==> src/hdl/png_row_unfilter_core_defines.svh <==
// ----------------------------------------------------------------------------
// png_row_unfilter_core_defines.svh
// Assertion macros for the PNG row unfilter core. They expand to concurrent
// assertions in simulation and to nothing in synthesis.
// ----------------------------------------------------------------------------
`ifndef PNG_ROW_UNFILTER_CORE_DEFINES_SVH
`define PNG_ROW_UNFILTER_CORE_DEFINES_SVH

`ifndef SYNTHESIS
// Checked on every clock edge outside reset
`define PUC_ASSERT(label, prop, msg) \
  label: assert property (@(posedge clk) disable iff (rst) prop) else $error(msg);
// Checked on every clock edge, reset included
`define PUC_ASSERT_ALWAYS(label, prop, msg) \
  label: assert property (@(posedge clk) prop) else $error(msg);
`else
`define PUC_ASSERT(label, prop, msg)
`define PUC_ASSERT_ALWAYS(label, prop, msg)
`endif

`endif

==> src/hdl/png_unf_fifo.sv <==
// ----------------------------------------------------------------------------
// png_unf_fifo
// Short register queue between the front end and the back end.
// ----------------------------------------------------------------------------
`default_nettype none

module png_unf_fifo #(
  parameter int WIDTH = 8,
  parameter int DEPTH = 4
) (
  input  wire logic             clk,
  input  wire logic             rst,
  input  wire logic             push,
  input  wire logic [WIDTH-1:0] wdata,
  input  wire logic             pop,
  output      logic [WIDTH-1:0] rdata,
  output      logic             valid,
  output      logic             full
);

  localparam int PW = (DEPTH > 1) ? $clog2(DEPTH) : 1;
  localparam int CW = $clog2(DEPTH + 1);

  logic [WIDTH-1:0] slots [DEPTH];
  logic [PW-1:0]    wr_ptr;
  logic [PW-1:0]    rd_ptr;
  logic [CW-1:0]    count;

  function automatic logic [PW-1:0] wrap_inc(input logic [PW-1:0] p);
    return (p == PW'(DEPTH - 1)) ? '0 : p + PW'(1);
  endfunction

  assign valid = (count != '0);
  assign full  = (count == CW'(DEPTH));
  assign rdata = slots[rd_ptr];

  // Storage
  always_ff @(posedge clk) begin
    if (push) begin
      slots[wr_ptr] <= wdata;
    end
  end

  // Pointers and fill level
  always_ff @(posedge clk) begin
    if (rst) begin
      wr_ptr <= '0;
      rd_ptr <= '0;
      count  <= '0;
    end else begin
      if (push) begin
        wr_ptr <= wrap_inc(wr_ptr);
      end
      if (pop) begin
        rd_ptr <= wrap_inc(rd_ptr);
      end
      if (push && !pop) begin
        count <= count + CW'(1);
      end else if (pop && !push) begin
        count <= count - CW'(1);
      end
    end
  end

endmodule

`default_nettype wire

==> config.mk <==
export PLATFORM = sky130hd
export DESIGN_NAME = png_unf_fifo
export DESIGN_NICKNAME = d
export VERILOG_FILES = /design/src/hdl/png_row_unfilter_core_defines.svh /design/src/hdl/png_unf_fifo.sv
export SDC_FILE = /design/constraint.sdc
export NUM_CORES = 1
export LEC_CHECK = 0
export BUFFER_PORTS_ARGS = -buffer_cell sky130_fd_sc_hd__clkbuf_2
export CORE_UTILIZATION = 58
export CTS_BUF_LIST = sky130_fd_sc_hd__clkbuf_4 sky130_fd_sc_hd__clkbuf_8
export CTS_CLUSTER_SIZE = 10
export DETAILED_ROUTE_END_ITERATION = 7
export HOLD_SLACK_MARGIN = 0.08
export PLACE_DENSITY = 0.8
export SKIP_LAST_GASP = 1
export SLEW_MARGIN = 20
export SYNTH_ARGS = -nofsm -noshare
export SYNTH_HDL_FRONTEND = slang
export SYNTH_SLANG_ARGS = --single-unit
export TNS_END_PERCENT = 30
==> constraint.sdc <==
create_clock -name clk -period 2.01 [get_ports clk]
set_input_delay 0.402 -clock clk [delete_from_list [all_inputs] [get_ports clk]]
set_output_delay 0.402 -clock clk [all_outputs]
set_load 0.01 [all_outputs]
======== Yosys cells after proc, flatten, opt, wreduce, memory -nomap -nowiden ========
Memory sizes are Yosys's and may differ from the RTL's. A register that Yosys moved wholly into a read port is not among the register bits.
Index checks and enable logic that the tools add are counted.
storage, ports and cells
  bits in writable memories ............... 32
  bits of input ports ..................... 12
  word-level logic and storage cells ...... 25
  output and inout port bits .............. 10
  register bits ........................... 7
  memories kept ........................... 1
memory list
  memory  depth  bits a word  read ports  clocked after memory_dff  write ports  RTL line            RTL
  slots   4      8            1           1                         1            png_unf_fifo.sv:24  logic [WIDTH-1:0] slots [DEPTH];
operators by class
  muxes and demuxes ....................... 8
  equality and inequality tests ........... 3
  add/subtract/negate cells ............... 4
  reduce and logical (&&, ||, !) cells .... 6
operators by type and width
  cell                                              count
  two-way mux 2 bit                                 4
  two-way mux 3 bit                                 2
  adder 2 x 1 -> 2 bit, second input constant       2
  == test 2 bit, second input constant              2
  adder 3 x 1 -> 3 bit, second input constant       1
  == test 3 bit, second input constant              1
  nonzero test 3 bit                                1
  subtractor 3 x 1 -> 3 bit, second input constant  1
  logical AND 1 bit                                 2
  zero test 1 bit                                   2
  two-way mux 1 bit                                 2
  nonzero test 2 bit                                1

======== Longest topological paths before layout ========
  word-level depth ........................ 4
  gate-level depth with buffers ........... 7
  depth with buffers taken out ............ 7

======== Least setup slack after synthesis ========
OpenSTA, ideal clock, no wires.
  path type ............................... input-to-reg
  start ................................... input port pop
  end ..................................... register count[2]
  stages .................................. 7
  slack ................................... 0.346 ns
  setup time .............................. 0.070 ns
  data arrival time ....................... 1.594 ns
  data required time ...................... 1.940 ns
  path buffers ............................ 0
  cells stage by stage .................... inv_1 -> ha_1 -> inv_1 -> fa_1 -> xor2_1 -> or3_1 -> a21oi_1
on the way
  longest elaborated chain between the ends .. 3
RTL lines
  item                                                            RTL line            RTL
  from (decl)                                                     png_unf_fifo.sv:15  input wire logic pop,
  zero test 1 bit                                                 png_unf_fifo.sv:57  if (push && !pop) begin
  logical AND 1 bit                                               png_unf_fifo.sv:57
  two-way mux 3 bit / nonzero test 2 bit (equally long branches)  -
  to (signal assigned)                                            png_unf_fifo.sv:58  count <= count + CW'(1);
  to (signal assigned)                                            png_unf_fifo.sv:60  count <= count - CW'(1);
  to (decl)                                                       png_unf_fifo.sv:27  logic [CW-1:0] count;
Several ways; a longest one is shown, not always the timed one.
A chain may end at the register's enable or synchronous reset.

==> impl_metrics.py <==
metrics = {
    "cts": {
        "insertion_delay_ps": 340,
        "clockRootBuffer": "clkbuf_4",
        "cts_tree": "built",
        "htreeDepth": 2,
        "post-cts-setup-buffers": 0,
        "cts_sinks": 41,
        "postCtsHoldBufs": 0,
        "clkSlewWorstSetupHoldPaths_ps": 110,
        "cts_buffers": 5,
        "max-clock-path-buffers": 2,
    },
    "synth": {
        "ys_seq_area_frac": 0.7136,
        "synth.most_common_cell": "edfxtp_1",
        "synth_cells": 86,
        "synth_common_cells": "edfxtp_1 (32), dfxtp_1 (9), mux4_2 (8), nor2_1 (7), ha_1 (6)",
        "synth_area_leaders": "edfxtp_1 (60%), dfxtp_1 (11%), mux4_2 (11%)",
        "avgSynthCellArea_um2": 18.59,
        "synth_area_um2": 1599,
        "ys_seq_elements": 41,
        "ys_warn_count": 0,
        "async_flop_share": 0,
        "yosys.area.top_type": "edfxtp_1",
        "yosysTopAreaCellShare": 0.6009,
        "synth_nets": 105,
        "ys.flop_type": "edfxtp_1",
        "synth_cell_types": 16,
        "synth_edf_count": 32,
    },
    "cells_and_area": {
        "num_antenna_cells": 0,
        "stdcell_area_um2": 1817,
        "fin_nets": 132,
        "fillers": 166,
        "fin_cells": 144,
        "fin_util": 0.7139,
        "areaGrowthSynthToFinish_pct": 13.61,
        "drive_gt1_frac": 0.3333,
    },
    "routing": {
        "drc": 0,
        "vias_per_cell": 5.556,
        "wl_um": 2349,
        "antenna_left": 0,
        "drt_iter0_drc": 13,
        "drtPass1Iterations": 4,
        "vias": 800,
        "wire_per_inst_um": 16.31,
    },
    "hold_path": {
        "hold_end": "slots[1][5]",
        "min_path_type": "primary input to register",
        "whs_path_depth": 1,
        "min_from": "wdata[5]",
    },
    "floorplanning": {
        "die_h_um": 54.51,
        "die_area_um2": 2971,
        "die_w_um": 54.51,
        "pin_count": 22,
        "coreArea_um2": 2545,
        "fp-row-count": 18,
        "start_util": 0.6283,
    },
    "place": {
        "gp_congestion": 0.7279,
        "dp_slack_ps": 131.5,
        "hpwl_um": 1651,
        "port_buffers": 21,
        "dpl_cell_area_um2": 1733,
        "place_inst": 136,
    },
    "grt": {
        "grt_max_degree": 13,
        "grt_util_met3": 0.08333,
        "antenna_found_initial": 0,
        "top_usage_layer": "met2",
        "grt_pass1_vias": 794,
        "use_met1": 0.2467,
        "grt_pass1_wl_um": 3601,
        "met2_usage": 0.2785,
        "overflow": 0,
        "grt.total_usage": 0.1878,
    },
    "critical_path": {
        "r2r_cells": 4,
        "r2r-start": "count[0]",
        "crit_slowest_cell": "mux4_2",
        "cpLargestDelayFamily": "multiplexers",
        "regToRegEndpoint": "count[2]",
        "start_kind": "register",
        "ff2ff_setup_slack_ps": 540,
        "critical_path_class": "register to output port",
        "crit_chain": "buf_6 -> mux4_2 -> clkbuf_2",
        "arrival_ps": 1500,
        "critPathMaxFanout": 8,
        "cp_data_required_time_ps": 1610,
        "crit_buf_inv": 2,
        "cp_slowest_stage_delay_ps": 520,
        "end_kind": "output port",
    },
    "sta": {
        "hold_viol_final": 0,
        "timing.setup.tns_ps": 0,
        "rsz0062_at_grt": "false",
        "post-route-period-util": 0.9456,
        "max_freq_mhz": 526.2,
        "fin_hold_ws_ps": 273.4,
        "slew_headroom": 0.6980,
        "worst_slew_pin_slew_ps": 453.0,
        "fin_skew_ps": 6.742,
        "period_needed_ps": 1901,
        "fin_ws_ps": 109.4,
        "setup_viol": 0,
        "finalMaxSlewViolations": 0,
    },
    "pwr": {
        "p_leak_nw": 0.6894,
        "power_mw": 1.712,
        "powerDensity_nw_per_um2": 942.3,
        "ir_drop_mv": 0.7968,
    },
    "job": {
        "drv_cap": 0,
    },
    "run_status": {
        "outcome": "complete, no violations",
    },
}
## sequential cells by signal (all words and copies together), names as in the netlist, named ones only
| register | count |
|---|---|
| rd_ptr | 2 |
| wr_ptr | 2 |
| slots | 32 |
| count | 3 |
## timing repair
action | in CTS | in global routing
endpoints found under the hold margin | 0 | 0
setup endpoints to repair | 0 | 8
resized for setup | 0 | 2
## routing by layer
metal / vias up / part of all wire
li1: 379 / -
met1: 403 / 0.44
met2: 18 / 0.51
met3: 0 / 0.045
met4: 0 / 0
met5: - / 0
## report_power, final
group,internal (mW),switching [mW],leakage [nW]
clock network,0.272,0.251,0.0433
logic,0.0970,0.0984,0.277
registers,0.964,0.0297,0.369
## cells in the final DEF (no fill, tap or decap)
| master | synthesis | routed |
|---|---|---|
| edfxtp_1 | 32 | 32 |
| clkbuf_2 | 1 | 21 |
| mux4_2 | 8 | 8 |
| dfxtp_1 | 9 | 8 |
| nor2_1 | 7 | 7 |
| ha_1 | 6 | 6 |
| clkbuf_4 | 0 | 6 |
| inv_1 | 4 | 4 |
| and2_1 | 4 | 4 |
| mux2i_1 | 4 | 4 |
| nor3b_1 | 2 | 2 |
| or3_1 | 2 | 2 |
| xor2_1 | 2 | 2 |
| a21oi_1 | 2 | 2 |
| o21ai_0 | 1 | 1 |
| fa_1 | 1 | 1 |
| dfxtp_2 | 0 | 1 |
| bufinv_16 | 0 | 1 |
| clkinv_1 | 0 | 1 |
| buf_6 | 1 | 1 |
## kinds of logic (layout without fill, tap and decap cells)
family | Yosys count | in the layout | synth area share
xor+xnor | 2 | 2 | 0.01096
buf+inv | 6 | 34 | 0.01956
fa+ha+maj | 7 | 7 | 0.05947
flops | 41 | 41 | 0.7136
compound gates | 3 | 3 | 0.009387
mux | 12 | 12 | 0.1377
simple gates | 15 | 15 | 0.04929
## cell type report
class | instances | area [um2] | area share
clock inverters | 2 | 33.78 | 0.01860
clock buffers | 6 | 45.04 | 0.02479
multi-input cells | 39 | 426.7 | 0.2348
inverters | 4 | 15.01 | 0.008264
repair buffers | 22 | 116.4 | 0.06405
flip-flops and latches | 41 | 1142 | 0.6288
well taps | 30 | 37.54 | 0.02066
## how the worst max path moves through the flow
stage,startpoint,to,slack [ps],depth (start not counted)
6_report,register,rdata[1],110,3
5_1_grt,register,rdata[1],6,3
4_1_cts,register,rdata[6],30,3
3_5_place_dp,pop,count[2],130,8
3_3_place_gp,pop,count[2],190,8
2_1_floorplan,pop,count[2],350,7
No activity file was read; power rests on OpenSTA's default activity.
