## src/hdl/png_row_unfilter_core_defines.svh

```systemverilog
// ----------------------------------------------------------------------------
// png_row_unfilter_core_defines.svh
// Assertion macros for the PNG row unfilter core. They expand to concurrent
// assertions in simulation and to nothing in synthesis.
// ----------------------------------------------------------------------------
`ifndef PNG_ROW_UNFILTER_CORE_DEFINES_SVH
`define PNG_ROW_UNFILTER_CORE_DEFINES_SVH

`ifndef SYNTHESIS
// Checked on every clock edge outside reset
`define PUC_ASSERT(label, prop, msg) \
  label: assert property (@(posedge clk) disable iff (rst) prop) else $error(msg);
// Checked on every clock edge, reset included
`define PUC_ASSERT_ALWAYS(label, prop, msg) \
  label: assert property (@(posedge clk) prop) else $error(msg);
`else
`define PUC_ASSERT(label, prop, msg)
`define PUC_ASSERT_ALWAYS(label, prop, msg)
`endif

`endif

```

## src/hdl/png_unf_pkg.sv

```systemverilog
// ----------------------------------------------------------------------------
// png_unf_pkg
// Shared widths, register indexes, filter codes and the per-byte operation
// record passed from the front end to the reconstruction back end.
// ----------------------------------------------------------------------------
`default_nettype none

package png_unf_pkg;

  localparam int DATA_W         = 8;
  localparam int ROW_BYTES_W    = 14;
  localparam int PIXEL_STRIDE_W = 4;
  localparam int CFG_DATA_W     = 14;
  localparam int CFG_INDEX_W    = 1;

  // Defaults for the top-level parameters
  localparam int MAX_ROW_BYTES_DEF   = 8192;
  localparam int MAX_PIXEL_BYTES_DEF = 8;

  // Depth of the queue between front and back end
  localparam int QUEUE_DEPTH = 4;

  // Configuration register indexes
  localparam logic [CFG_INDEX_W-1:0] REG_ROW_BYTES    = 1'd0;
  localparam logic [CFG_INDEX_W-1:0] REG_PIXEL_STRIDE = 1'd1;

  // Reset values of the configuration registers
  localparam logic [ROW_BYTES_W-1:0]    ROW_BYTES_RST    = 14'd4;
  localparam logic [PIXEL_STRIDE_W-1:0] PIXEL_STRIDE_RST = 4'd4;

  // Filter types
  localparam logic [DATA_W-1:0] FILT_NONE  = 8'd0;
  localparam logic [DATA_W-1:0] FILT_SUB   = 8'd1;
  localparam logic [DATA_W-1:0] FILT_UP    = 8'd2;
  localparam logic [DATA_W-1:0] FILT_AVG   = 8'd3;
  localparam logic [DATA_W-1:0] FILT_PAETH = 8'd4;

  // One classified data byte
  typedef struct packed {
    logic [DATA_W-1:0] data;
    logic [DATA_W-1:0] filter;
    logic              left_ok;   // column is past the first pixel
    logic              first_row; // no row above
    logic              row_end;   // last byte of its row
  } unf_op_t;

endpackage

`default_nettype wire

```

## src/hdl/png_unf_front.sv

```systemverilog
// ----------------------------------------------------------------------------
// png_unf_front
// Front end: tracks row position, separates filter bytes from data bytes and
// tags each data byte with its column, filter and neighbour availability.
// ----------------------------------------------------------------------------
`default_nettype none

module png_unf_front #(
  parameter int MAX_ROW_BYTES   = png_unf_pkg::MAX_ROW_BYTES_DEF,
  parameter int MAX_PIXEL_BYTES = png_unf_pkg::MAX_PIXEL_BYTES_DEF
) (
  input  wire logic                                    clk,
  input  wire logic                                    rst,
  input  wire logic [png_unf_pkg::ROW_BYTES_W-1:0]     row_bytes,
  input  wire logic [png_unf_pkg::PIXEL_STRIDE_W-1:0]  pixel_stride,
  input  wire logic                                    take,
  input  wire logic [png_unf_pkg::DATA_W-1:0]          data_byte,
  input  wire logic                                    image_start,
  output      logic                                    push,
  output      logic [$clog2(MAX_ROW_BYTES)-1:0]        push_col,
  output      png_unf_pkg::unf_op_t                    push_op,
  output      logic [((MAX_PIXEL_BYTES > 1) ? $clog2(MAX_PIXEL_BYTES) : 1)-1:0] pb_idx
);

  localparam int AW   = $clog2(MAX_ROW_BYTES);
  localparam int RBW  = $clog2(MAX_ROW_BYTES + 1);
  localparam int CMPW = (RBW > png_unf_pkg::ROW_BYTES_W) ? RBW : png_unf_pkg::ROW_BYTES_W;
  localparam int PIW  = (MAX_PIXEL_BYTES > 1) ? $clog2(MAX_PIXEL_BYTES) : 1;
  localparam int PBW  = png_unf_pkg::PIXEL_STRIDE_W;

  logic [AW-1:0]                     column_count;
  logic [png_unf_pkg::DATA_W-1:0]    row_filter;
  logic                              awaiting_filter;
  logic                              on_first_row;

  logic [CMPW-1:0] rb_eff;
  logic [PBW-1:0]  pb_eff;
  logic [CMPW-1:0] col_inc;
  logic            is_filter;
  logic            row_end;
  logic            left_ok;

  // Clamp the configuration into its legal range
  always_comb begin
    if (row_bytes == '0) begin
      rb_eff = CMPW'(1);
    end else if (CMPW'(row_bytes) > CMPW'(MAX_ROW_BYTES)) begin
      rb_eff = CMPW'(MAX_ROW_BYTES);
    end else begin
      rb_eff = CMPW'(row_bytes);
    end
    if (pixel_stride == '0) begin
      pb_eff = PBW'(1);
    end else if (pixel_stride > PBW'(MAX_PIXEL_BYTES)) begin
      pb_eff = PBW'(MAX_PIXEL_BYTES);
    end else begin
      pb_eff = pixel_stride;
    end
  end

  assign pb_idx = PIW'(pb_eff - PBW'(1));

  // Classify the beat
  assign is_filter = image_start || awaiting_filter;
  assign col_inc   = CMPW'(column_count) + CMPW'(1);
  assign row_end   = (col_inc >= rb_eff);
  assign left_ok   = (CMPW'(column_count) >= CMPW'(pb_eff));

  assign push               = take && !is_filter;
  assign push_col           = column_count;
  assign push_op.data       = data_byte;
  assign push_op.filter     = row_filter;
  assign push_op.left_ok    = left_ok;
  assign push_op.first_row  = on_first_row;
  assign push_op.row_end    = row_end;

  // Row position state
  always_ff @(posedge clk) begin
    if (rst) begin
      column_count    <= '0;
      row_filter      <= png_unf_pkg::FILT_NONE;
      awaiting_filter <= 1'b1;
      on_first_row    <= 1'b1;
    end else if (take) begin
      if (is_filter) begin
        row_filter      <= data_byte;
        column_count    <= '0;
        awaiting_filter <= 1'b0;
        if (image_start) begin
          on_first_row <= 1'b1;
        end
      end else if (row_end) begin
        column_count    <= '0;
        awaiting_filter <= 1'b1;
        on_first_row    <= 1'b0;
      end else begin
        column_count <= AW'(col_inc);
      end
    end
  end

endmodule

`default_nettype wire

```

## config.mk

```make
export PLATFORM = sky130hd
export DESIGN_NAME = png_unf_front
export DESIGN_NICKNAME = d
export VERILOG_FILES = /design/src/hdl/png_row_unfilter_core_defines.svh /design/src/hdl/png_unf_pkg.sv /design/src/hdl/png_unf_front.sv
export SDC_FILE = /design/constraint.sdc
export NUM_CORES = 1
export LEC_CHECK = 0
export BUFFER_PORTS_ARGS = -buffer_cell sky130_fd_sc_hd__buf_2
export CAP_MARGIN = 20
export CORE_ASPECT_RATIO = 0.75
export CORE_MARGIN = 2
export CORE_UTILIZATION = 45
export DETAILED_ROUTE_END_ITERATION = 12
export PLACE_DENSITY_LB_ADDON = 0.08
export SYNTH_ARGS = -nofsm -noshare
export SYNTH_HDL_FRONTEND = slang
export SYNTH_SLANG_ARGS = --single-unit
```

## constraint.sdc

```tcl
create_clock -name clk -period 3.35 [get_ports clk]
set_clock_uncertainty 0.05 [all_clocks]
set_input_delay 0.67 -clock clk [delete_from_list [all_inputs] [get_ports clk]]
set_output_delay 0.67 -clock clk [all_outputs]
set_load 0.005 [all_outputs]
```

==> Word level (Yosys, flattened, before mapping) <==
Index checks and enable logic that the tools add are counted.
{ "totals": {"regBits": 23, "out_inout_bits": 36} }
{ "classes": {"n_addsub": 2, "order_cmp": 4, "n_eq_ne": 1, "n_mux": 11, "n_reduce_logical": 9} }
{ "op_table": {"columns": ["cell", "count"], "rows": [
  ["two-way mux 14 bit", 2],
  ["two-way mux 13 bit", 2],
  ["adder 13 x 1 -> 14 bit, second input constant", 1],
  ["greater-or-equal comparator 14 bit", 1],
  ["> comparator 14 bit, second input constant", 1],
  ["zero test 14 bit", 1],
  ["greater-or-equal comparator 13 x 4 -> 1 bit", 1],
  ["two-way mux 4 bit", 2],
  ["two-way mux 1 bit", 5],
  ["> comparator 4 bit, second input constant", 1],
  ["zero test 4 bit", 1],
  ["AND reduction 2 bit", 2],
  ["AND reduction 3 bit", 1],
  ["subtractor 3 x 1 -> 3 bit, second input constant", 1],
  ["inequality test 2 bit, second input constant", 1],
  ["nonzero test 2 bit", 1],
  ["logical AND 1 bit", 1],
  ["zero test 1 bit", 1],
  ["logical OR 1 bit", 1]
]} }

==> Longest topological paths before layout <==
Gate-level depths: netlist of the first run.
{ "depth": {"word_depth": 6, "mapped_depth": 12} }

==> Worst setup path before layout of the first run <==
OpenSTA, ideal clock, no wires.
{ "synth_timing": {"path_kind": "register to output", "from": "register column_count[0] (netlist: push_col[0])", "to": "output push_op[0] (netlist name)", "arrival_time_ns": 2.689, "required_ns": 2.630, "setup_slack_ns": -0.059, "stages_incl_launch_ff": 12, "cell_sequence": "dfxtp_1 > ha_1 > nand3_4 > nor4_1 > xor2_1 > ha_1 > a21oi_1 > nand2_1 > a211oi_2 > and3_1 > inv_1 > buf_4"} }
{ "synth_between": {"elab_chain_len": 2} }
{ "synth_rtl": {"columns": ["element", "line", "rtl"], "rows": [
  ["from (decl)", "png_unf_front.sv:31", "logic [AW-1:0] column_count;"],
  ["from (signal assigned)", "png_unf_front.sv:97", "column_count <= AW'(col_inc);"],
  ["adder 13 x 1 -> 14 bit", "png_unf_front.sv:65", "assign col_inc = CMPW'(column_count) + CMPW'(1);"],
  ["greater-or-equal comparator 14 bit", "png_unf_front.sv:66", "assign row_end = (col_inc >= rb_eff);"],
  ["to (decl)", "png_unf_front.sv:21", "output png_unf_pkg::unf_op_t push_op,"]
]} }
No other way between the ends.

==> flow_metrics.py, run 1 <==
metrics = {
    "cells_and_area": {
        "n_fill_cell": 401,
        "final_area_sq_um": 2482,
        "nNetsFinal": 365,
        "antennaDiodeCount": 0,
        "area_delta_synth_final_pct": 30.70,
        "layout-drive-gt1-share": 0.3726,
    },
    "global_routing": {
        "grt_start_max_net_pins": 33,
        "grt.total_usage": 0.2275,
        "grt_pass1_wl_microns": 8480,
        "antenna_found_initial": 0,
        "gr-total-overflow": 0,
        "grt_pass1_vias": 1780,
    },
    "yosys": {
        "synth_fp_nets": 295,
        "syn_area_sq_um": 1899,
        "synth_cell_types": 40,
        "synth_warnings": 0,
        "synthTopCellsByArea": "dfxtp_1 (24%), ha_1 (13%), nand2_1 (7.1%)",
        "ys_ff_latch": 23,
        "syn_inst": 245,
        "synth.avg_cell_area_sq_um": 7.752,
        "ys_seq_area_frac": 0.2424,
        "yosysTopAreaCell": "dfxtp_1",
        "synth_top_area_share": 0.2424,
    },
    "clock_tree": {
        "cts_buffer_depth": 2,
        "cts.sinks": 23,
        "hold_buffers": 0,
        "numCtsBuffers": 3,
        "htree_levels": 1,
        "clock_tree.root_cell": "clkbuf_8",
        "insertion_delay_ns": 0.27,
        "cts_tree": "built",
        "clk_pin_slew_ns": 0.08,
    },
    "floorplan": {
        "io_pins": 66,
        "core_area_sq_um": 4054,
        "start_util": 0.4685,
        "row_count": 20,
        "die_w_microns": 79.02,
        "dieArea_sq_um": 4762,
        "die_h_microns": 60.27,
    },
    "job": {
        "cap_violations": 0,
    },
    "worst_setup_path": {
        "path_max_fanout": 5,
        "required_ns": 2.63,
        "cp-start-kind": "register",
        "crit_type": "register to output port",
        "crit_arrival_ns": 2.56,
        "r2r_end": "on_first_row",
        "crit_path_start": "push_col[1]",
        "cp-endpoint": "push_op[0]",
        "reg2reg_depth": 12,
        "reg2reg_slack_ns": 0.72,
        "setup.worst_path.end_class": "output port",
        "timing.rr.start": "push_col[1]",
    },
    "route": {
        "via_count": 2049,
        "totalWireLength_microns": 5300,
        "ant_nets": 0,
        "drc": 0,
        "drt_iter0_drc": 138,
        "drtPass1Iterations": 4,
        "wl_per_cell_microns": 14.36,
        "vias_per_cell": 5.553,
    },
    "sta": {
        "fin_crit_sh": 0.9800,
        "max_freq_ghz": 0.3046,
        "finalCriticalPeriod_ns": 3.283,
        "slew_viol_final": 0,
        "setup_viol": 0,
        "final_hold_viol_count": 0,
        "worst-slew-pin-transition_ns": 0.6440,
        "slew_headroom": 0.5696,
    },
    "placed_design": {
        "gp_congestion": 0.8529,
        "dpl.hpwl_microns": 3751,
        "place_area_sq_um": 2281,
        "numPortBuffers": 65,
    },
    "worst_hold_path": {
        "hp-class": "register to register",
    },
    "pwr": {
        "p_leak_uw": 0.001217,
        "design_power_total_uw": 569.2,
        "ir_worst_vdd_uv": 166.5,
        "powerDensity_nw_per_um2": 229.3,
    },
    "status": {
        "status": "completed",
    },
}
==> worst min path at each step <==
| stage | start | end | slack (ns) | cells after the start |
|---|---|---|---|---|
| CTS | on_first_row | on_first_row | 0.43 | 2 |
| floorplan | on_first_row | on_first_row | 0.39 | 2 |
| global route | on_first_row | on_first_row | 0.46 | 2 |
| detailed placement | on_first_row | on_first_row | 0.41 | 2 |
| global placement | on_first_row | on_first_row | 0.41 | 2 |
| finish | on_first_row | on_first_row | 0.44 | 2 |
==> placed cells by master, fill, tap and decap left out, types with 2 or more instances in the layout <==
cell type,instances
a21oi_1,17
a21oi_2,4
a31o_2,2
and3_4,2
buf_2,65
buf_4,19
buf_6,3
clkbuf_8,3
dfxtp_1,18
dfxtp_2,5
ha_1,18
ha_4,2
inv_1,13
mux2i_1,8
nand2_1,35
nand2b_1,2
nand3_1,5
nand4_1,20
nor2_1,20
nor3b_1,2
nor4_1,6
nor4_2,2
nor4b_1,4
o21ai_0,5
o21ai_1,2
o311ai_0,3
or3_1,4
xnor2_1,4
xor2_1,2
==> sequential cells by signal, indices dropped and copies added (netlist names) <==
name,count
awaiting_filter,1
on_first_row,1
push_col,13
row_filter,8
==> worst max-delay path, cell delays in order (launching register included) <==
cell and delay (ns):
dfxtp_2 0.37, ha_4 0.15, nand3_4 0.11, or4_4 0.57, nand2_2 0.09, ha_1 0.22
nand4_1 0.09, nor2_1 0.08, a211oi_4 0.24, and3_4 0.23, inv_1 0.03, buf_2 0.11
==> timing repair <==
item	in CTS	in global routing
cloned	0	0
gates resized for setup	7	19
endpoints found under the setup margin	1	1
setup buffers	2	3
hold endpoints to repair	0	0
pin swaps	1	13
==> where the power goes <==
part           switching (uW)  internal (uW)  total, uW
clock network            91.1           85.0        176
logic                    58.9           49.6        109
registers                4.05            281        285
==> layer usage <==
layer	up-vias	global-route usage	part of all wire
met1	934	0.3349	0.47
li1	1021	-	-
met4	0	0.03941	0.0077
met5	-	0	0
met2	88	0.3511	0.44
met3	6	0.04230	0.089
==> layout make-up <==
cell class / instances / area (sq um) / share of cell area
sequential: 23 / 466.7 / 0.1880
tap: 55 / 68.82 / 0.02772
inverter: 14 / 52.55 / 0.02117
clock buffer: 4 / 45.04 / 0.01815
timing repair buffer: 87 / 501.7 / 0.2021
multi-input combinational: 186 / 1348 / 0.5428
==> cell families after synthesis <==
kind of cell	count (synthesis)	synth area share
buf+inv	36	0.1067
flops	23	0.2424
fa+ha+maj	20	0.1318
compound gates	40	0.1318
mux	8	0.04216
simple gates	111	0.3129
xor+xnor	7	0.03228
==> synth_stat cells, drive strengths merged <==
library cell,n
a211oi,1
a21o,1
a21oi,21
a311oi,1
a31o,2
and3,3
buf,18
clkbuf,4
clkinv,1
dfxtp,23
ha,20
inv,13
mux2i,8
nand2,36
nand2b,2
nand3,6
nand4,21
nor2,20
nor2b,1
nor3,2
nor3b,2
nor4,9
nor4b,4
o21ai,8
o221ai,1
o311ai,4
o31ai,1
or3,4
or4,1
xnor2,5
xor2,2
==> per-stage QoR <==
stage | instances | hold slack [ns] | setup TNS [ns] | setup WS (ns) | utilization
after global placement | 360 | 0.4123 | 0 | 0.1431 | 0.5627
after detailed placement | 360 | 0.4140 | 0 | 0.1499 | 0.5627
after global routing | 369 | 0.4599 | -0.03311 | -0.03311 | 0.6123
after CTS | 366 | 0.4330 | 0 | 0.007369 | 0.5877
final | 369 | 0.4360 | 0 | 0.06695 | 0.6123
after floorplan | 245 | 0.3947 | 0 | 0.01633 | -
Power figures use the tool's default switching activity.
==> run 2, diff against run 1 <==
--- a/config.mk
+++ b/config.mk
@@ -5,11 +5,13 @@
 export SDC_FILE = /design/constraint.sdc
 export NUM_CORES = 1
 export LEC_CHECK = 0
+export ABC_AREA = 1
 export BUFFER_PORTS_ARGS = -buffer_cell sky130_fd_sc_hd__buf_2
 export CAP_MARGIN = 20
 export CORE_ASPECT_RATIO = 0.75
 export CORE_MARGIN = 2
 export CORE_UTILIZATION = 45
+export CTS_CLUSTER_DIAMETER = 200
 export DETAILED_ROUTE_END_ITERATION = 12
 export PLACE_DENSITY_LB_ADDON = 0.08
 export SYNTH_ARGS = -nofsm -noshare
==> run 2 against run 1 <==
Final cell count rose by 6.8%; register-to-register slack improved by 0.10 ns; die area fell by 2.7%; largest cell class unchanged; largest power group unchanged.
==> flow_metrics.py, run 2 <==
metrics = {
    "route": {
        "drc": 0,
        "drt_iter0_drc": 55,
        "totalWireLength_microns": 5088,
        "wl_per_cell_microns": 12.91,
        "vias_per_cell": 5.008,
        "via_count": 1973,
        "drtPass1Iterations": 4,
        "ant_nets": 0,
    },
    "placed_design": {
        "gp_congestion": 0.8977,
        "place_area_sq_um": 2165,
        "numPortBuffers": 65,
        "placed_cells": 387,
        "dpl.hpwl_microns": 3743,
        "place_ws_ns": 0.1267,
    },
    "yosys": {
        "syn_area_sq_um": 1846,
        "synth.avg_cell_area_sq_um": 6.615,
        "async_flop_share": 0,
        "syn_inst": 279,
        "synthTopCellsByArea": "dfxtp_1 (25%), nand2_1 (15%), ha_1 (14%)",
        "synth_warnings": 0,
        "synth_most_common_cell": "nand2_1",
        "yosysTopAreaCell": "dfxtp_1",
        "synth_cell_types": 25,
        "ys.flop_type": "dfxtp_1",
        "ys_ff_latch": 23,
        "ys_top_cells_by_count": "nand2_1 (73), nor2_1 (34), inv_1 (29)",
        "synth_fp_nets": 329,
        "synth_top_area_share": 0.2495,
        "synth-edff-count": 0,
        "ys_seq_area_frac": 0.2495,
    },
    "floorplan": {
        "io_pins": 66,
        "core_area_sq_um": 4004,
        "die_h_microns": 59.46,
        "die_w_microns": 77.95,
        "row_count": 20,
        "start_util": 0.4609,
        "dieArea_sq_um": 4635,
    },
    "sta": {
        "rsz0062_at_grt": "yes",
        "max_freq_ghz": 0.3001,
        "slew_viol_final": 0,
        "worst-slew-pin-transition_ns": 0.5821,
        "final_hold_viol_count": 0,
        "finalCriticalPeriod_ns": 3.332,
        "fin_crit_sh": 0.9947,
        "setup_ws_ns": 0.01764,
        "setup_viol": 0,
        "slew_headroom": 0.6115,
        "setup_tns_ns": 0,
    },
    "cells_and_area": {
        "final-instance-count-excl-fill": 394,
        "layout-drive-gt1-share": 0.3245,
        "largest_reg_flops": 13,
        "layout_common_cells": "nand2_1 (63), buf_2 (58), nor2_1 (29), inv_1 (27), dfxtp_1 (23)",
        "final_area_sq_um": 2464,
        "layout_commonest_cell": "nand2_1",
        "nNetsFinal": 390,
        "n_fill_cell": 418,
        "multi_input_area_sq_um": 1340,
        "area_delta_synth_final_pct": 33.49,
        "antennaDiodeCount": 0,
        "layout.area.seq_sq_um": 460.4,
    },
    "global_routing": {
        "antenna_found_initial": 0,
        "grt_pass1_vias": 1583,
        "grt_pass1_wl_microns": 7665,
        "grt_start_max_net_pins": 17,
        "grt.total_usage": 0.2128,
        "gr-total-overflow": 0,
    },
    "clock_tree": {
        "cts_buffer_depth": 2,
        "clk_pin_slew_ns": 0.08,
        "cts.sinks": 23,
        "cts_tree": "built",
        "clock_tree.root_cell": "clkbuf_8",
        "htree_levels": 1,
        "insertion_delay_ns": 0.27,
        "numCtsBuffers": 3,
        "hold_buffers": 0,
    },
    "worst_setup_path": {
        "setup.worst_path.end_class": "output port",
        "crit_arrival_ns": 2.61,
        "path_max_fanout": 6,
        "required_ns": 2.63,
        "cp-start-kind": "primary input",
        "crit_type": "primary input to output port",
    },
    "pwr": {
        "powerDensity_nw_per_um2": 244.6,
        "ir_worst_vdd_uv": 165.8,
        "p_leak_uw": 0.001219,
        "design_power_total_uw": 602.5,
    },
    "job": {
        "cap_violations": 0,
    },
    "status": {
        "status": "completed",
    },
    "worst_hold_path": {
        "hp-class": "register to register",
    },
}
run 2: layout make-up:
| cell class | count | area share |
|---|---|---|
| clock buffer | 4 | 0.01828 |
| inverter | 29 | 0.04418 |
| multi-input combinational | 210 | 0.5439 |
| sequential | 23 | 0.1869 |
| tap | 55 | 0.02793 |
| timing repair buffer | 73 | 0.1788 |
run 2: power by group:
group | total [uW] | switching [uW] | internal, uW
combinational | 140 | 76.9 | 63.6
sequential | 287 | 5.17 | 282
clock | 175 | 89.7 | 85.0
run 2: final timing paths:
| check | from | end | slack [ns] | cells after the start |
|---|---|---|---|---|
| worst max register to register | push_col[1] | push_col[0] | 0.82 | 17 |
| worst min-delay path | on_first_row | on_first_row | 0.40 | 2 |
| worst max-delay path | row_bytes[0] | push_op[0] | 0.02 | 16 |
| worst min register to register | on_first_row | on_first_row | 0.40 | 2 |
run 2: worst max-delay path, stage by stage:
cell and delay (ns):
buf_2 0.11, nor2_1 0.09, nand4_1 0.19, o31ai_4 0.35, buf_6 0.23, nand2_4 0.06, ha_4 0.27, nand2_1 0.07
nor2_4 0.10, nand2_1 0.07, nand2_1 0.06, nand2_1 0.05, nand2_1 0.06, inv_2 0.04, nand2_2 0.07, buf_2 0.11
run 2: metrics by stage:
step	util	hold slack, ns
after floorplan	-	0.3700
after global placement	0.5406	0.3776
after detailed placement	0.5406	0.3829
after CTS	0.5519	0.4007
after global routing	0.6153	0.4268
final	0.6153	0.3962
run 2: kinds of logic (layout without fill, tap and decap cells):
| group | after synthesis | count (layout) | synth area share |
|---|---|---|---|
| buffers and inverters | 46 | 106 | 0.1200 |
| adder cells (fa/ha/maj) | 20 | 20 | 0.1356 |
| flip-flops | 23 | 23 | 0.2495 |
| AO/OA/AOI/OAI | 35 | 35 | 0.09763 |
| XOR/XNOR | 7 | 7 | 0.04135 |
| AND/OR/NAND/NOR | 148 | 148 | 0.3559 |
run 2: repair_timing:
action                                  in CTS  in global routing
endpoints found under the setup margin       0                  1
setup buffers                                0                  2
gates resized for setup                      0                 51
run 2: routing by layer:
metal	vias up	routed length, microns	track usage
li1	1031	-	-
met1	879	2553	0.3212
met2	59	2215	0.3103
met3	4	288	0.04268
met4	0	31	0.05013
met5	-	0	0
==> run 3, diff against run 2 <==
--- a/config.mk
+++ b/config.mk
@@ -7,10 +7,10 @@
 export LEC_CHECK = 0
 export ABC_AREA = 1
 export BUFFER_PORTS_ARGS = -buffer_cell sky130_fd_sc_hd__buf_2
-export CAP_MARGIN = 20
+export CAP_MARGIN = 0
 export CORE_ASPECT_RATIO = 0.75
 export CORE_MARGIN = 2
-export CORE_UTILIZATION = 45
+export CORE_UTILIZATION = 40
 export CTS_CLUSTER_DIAMETER = 200
 export DETAILED_ROUTE_END_ITERATION = 12
 export PLACE_DENSITY_LB_ADDON = 0.08
==> run 3 against run 2 <==
Final area grew 4.0%; sequential power is essentially flat; count of clock-buffer cells in the layout did not move; first-iteration DRC count is 100% higher; power grew 1.9%; global-route usage down 0.89 points.
==> flow_metrics.py, run 3 (synthesis results as in run 2) <==
metrics = {
    "status": {
        "status": "completed",
    },
    "placed_design": {
        "gp_congestion": 0.8173,
        "placed_cells": 390,
        "dpl.hpwl_microns": 3797,
        "numPortBuffers": 65,
    },
    "route": {
        "via_count": 1966,
        "ant_nets": 0,
        "drc": 0,
        "drtPass1Iterations": 4,
        "wl_per_cell_microns": 13.34,
        "drt_iter0_drc": 112,
        "vias_per_cell": 4.977,
        "totalWireLength_microns": 5269,
    },
    "clock_tree": {
        "cts_tree": "built",
        "numCtsBuffers": 3,
        "cts.sinks": 23,
        "post_cts_buffers": 0,
        "cts_buffer_depth": 2,
        "clock_tree.root_cell": "clkbuf_8",
        "htree_levels": 1,
        "insertion_delay_ns": 0.27,
        "clk_pin_slew_ns": 0.08,
    },
    "sta": {
        "setup_viol": 0,
        "max_freq_ghz": 0.3001,
        "hold_slack_ns": 0.3980,
        "setup_tns_ns": 0,
        "slew_viol_final": 0,
        "rsz0062_at_grt": "yes",
        "finalCriticalPeriod_ns": 3.333,
        "slew_headroom": 0.6210,
        "final_hold_viol_count": 0,
        "fin_crit_sh": 0.9948,
        "worst-slew-pin-transition_ns": 0.5678,
    },
    "floorplan": {
        "die_h_microns": 62.83,
        "row_count": 21,
        "core_area_sq_um": 4441,
        "dieArea_sq_um": 5179,
        "io_pins": 66,
        "start_util": 0.4156,
        "die_w_microns": 82.43,
    },
    "worst_setup_path": {
        "cp-start-kind": "primary input",
        "setup.worst_path.end_class": "output port",
        "crit_type": "primary input to output port",
        "slowest_delay_ns": 0.36,
        "crit_arrival_ns": 2.61,
        "crit_family": "simple AND/OR/NAND/NOR gates",
        "path_max_fanout": 6,
        "cp_num_buf_inv": 4,
        "worst_path_max_delay_cell": "o31ai_4",
        "path_cells": "buf_6, nor2_4, nand4_1, o31ai_4, buf_6, nand2_4, ha_4, nand2_1, inv_1, nand2_2, nor3_1, nand2_1, nand2_2, buf_2",
        "required_ns": 2.63,
    },
    "job": {
        "cap_violations": 0,
    },
    "global_routing": {
        "grt_pass1_wl_microns": 8328,
        "grt_start_max_net_pins": 17,
        "grt_pass1_vias": 1794,
        "grt.total_usage": 0.2039,
        "gr-total-overflow": 0,
        "antenna_found_initial": 0,
    },
    "cells_and_area": {
        "layout_commonest_cell": "nand2_1",
        "layout-drive-gt1-share": 0.3550,
        "final-instance-count-excl-fill": 395,
        "n_fill_cell": 420,
        "area_delta_synth_final_pct": 38.78,
        "layout_common_cells": "nand2_1 (58), buf_2 (57), nor2_1 (29), inv_1 (28), dfxtp_1 (22)",
        "largest_reg_flops": 13,
        "nNetsFinal": 389,
        "antennaDiodeCount": 0,
    },
    "worst_hold_path": {
        "hp-class": "register to register",
    },
    "pwr": {
        "ir_worst_vdd_uv": 129.3,
        "powerDensity_nw_per_um2": 239.8,
        "p_leak_uw": 0.001237,
    },
}
-- run 3: routing by layer --
| metal | wire [microns] | GRT usage | part of all wire |
|---|---|---|---|
| met1 | 2538 | 0.2978 | 0.48 |
| met2 | 2378 | 0.3155 | 0.45 |
| met5 | 0 | 0 | 0 |
| met3 | 333 | 0.03902 | 0.063 |
| met4 | 19 | 0.02708 | 0.0036 |
-- run 3: what timing repair did --
item	CTS	global route
resized for setup	0	74
endpoints found under the setup margin	0	1
hold buffers	0	0
-- run 3: area by class of cell --
type,instances,area (sq um),share of cell area
Tap cell,57,71.32,0.02785
Timing Repair Buffer,72,439.2,0.1715
Sequential cell,23,461.7,0.1803
Inverter,29,108.9,0.04250
Multi-Input combinational cell,210,1435,0.5603
Clock buffer,4,45.04,0.01759
-- run 3: worst min-delay path, stage by stage, from the launching register on --
cell and delay, ns:
dfxtp_1 0.31, nand2_1 0.06, nand2_1 0.04
-- run 3: stage by stage --
stage	total power [uW]	utilization	instance area [sq um]	setup slack (ns)
2_1_floorplan	359.1	-	1846	0.2899
3_3_place_gp	404.9	0.4897	2175	0.1132
3_5_place_dp	405.4	0.4897	2175	0.08144
4_1_cts	581.8	0.4999	2220	0.07092
5_1_grt	655.3	0.5768	2561	-0.05647
6_report	614.3	0.5768	2561	0.01735
-- run 3: power by group --
part	switching (uW)	total, uW	internal (uW)	leakage, uW
Combinational	82.2	151	68.7	0.00103
Sequential	4.87	287	282	0.000188
Clock	91.3	176	85.0	0.0000228
-- run 3: path summary, 6_finish.rpt --
kind                              startpoint           end  slack, ns  cells past startpoint
worst min register to register  on_first_row  on_first_row       0.40                      2
worst min-delay path            on_first_row  on_first_row       0.40                      2
worst max-delay path            row_bytes[3]    push_op[0]       0.02                     14
worst max register to register   push_col[0]   push_col[1]       0.82                     17
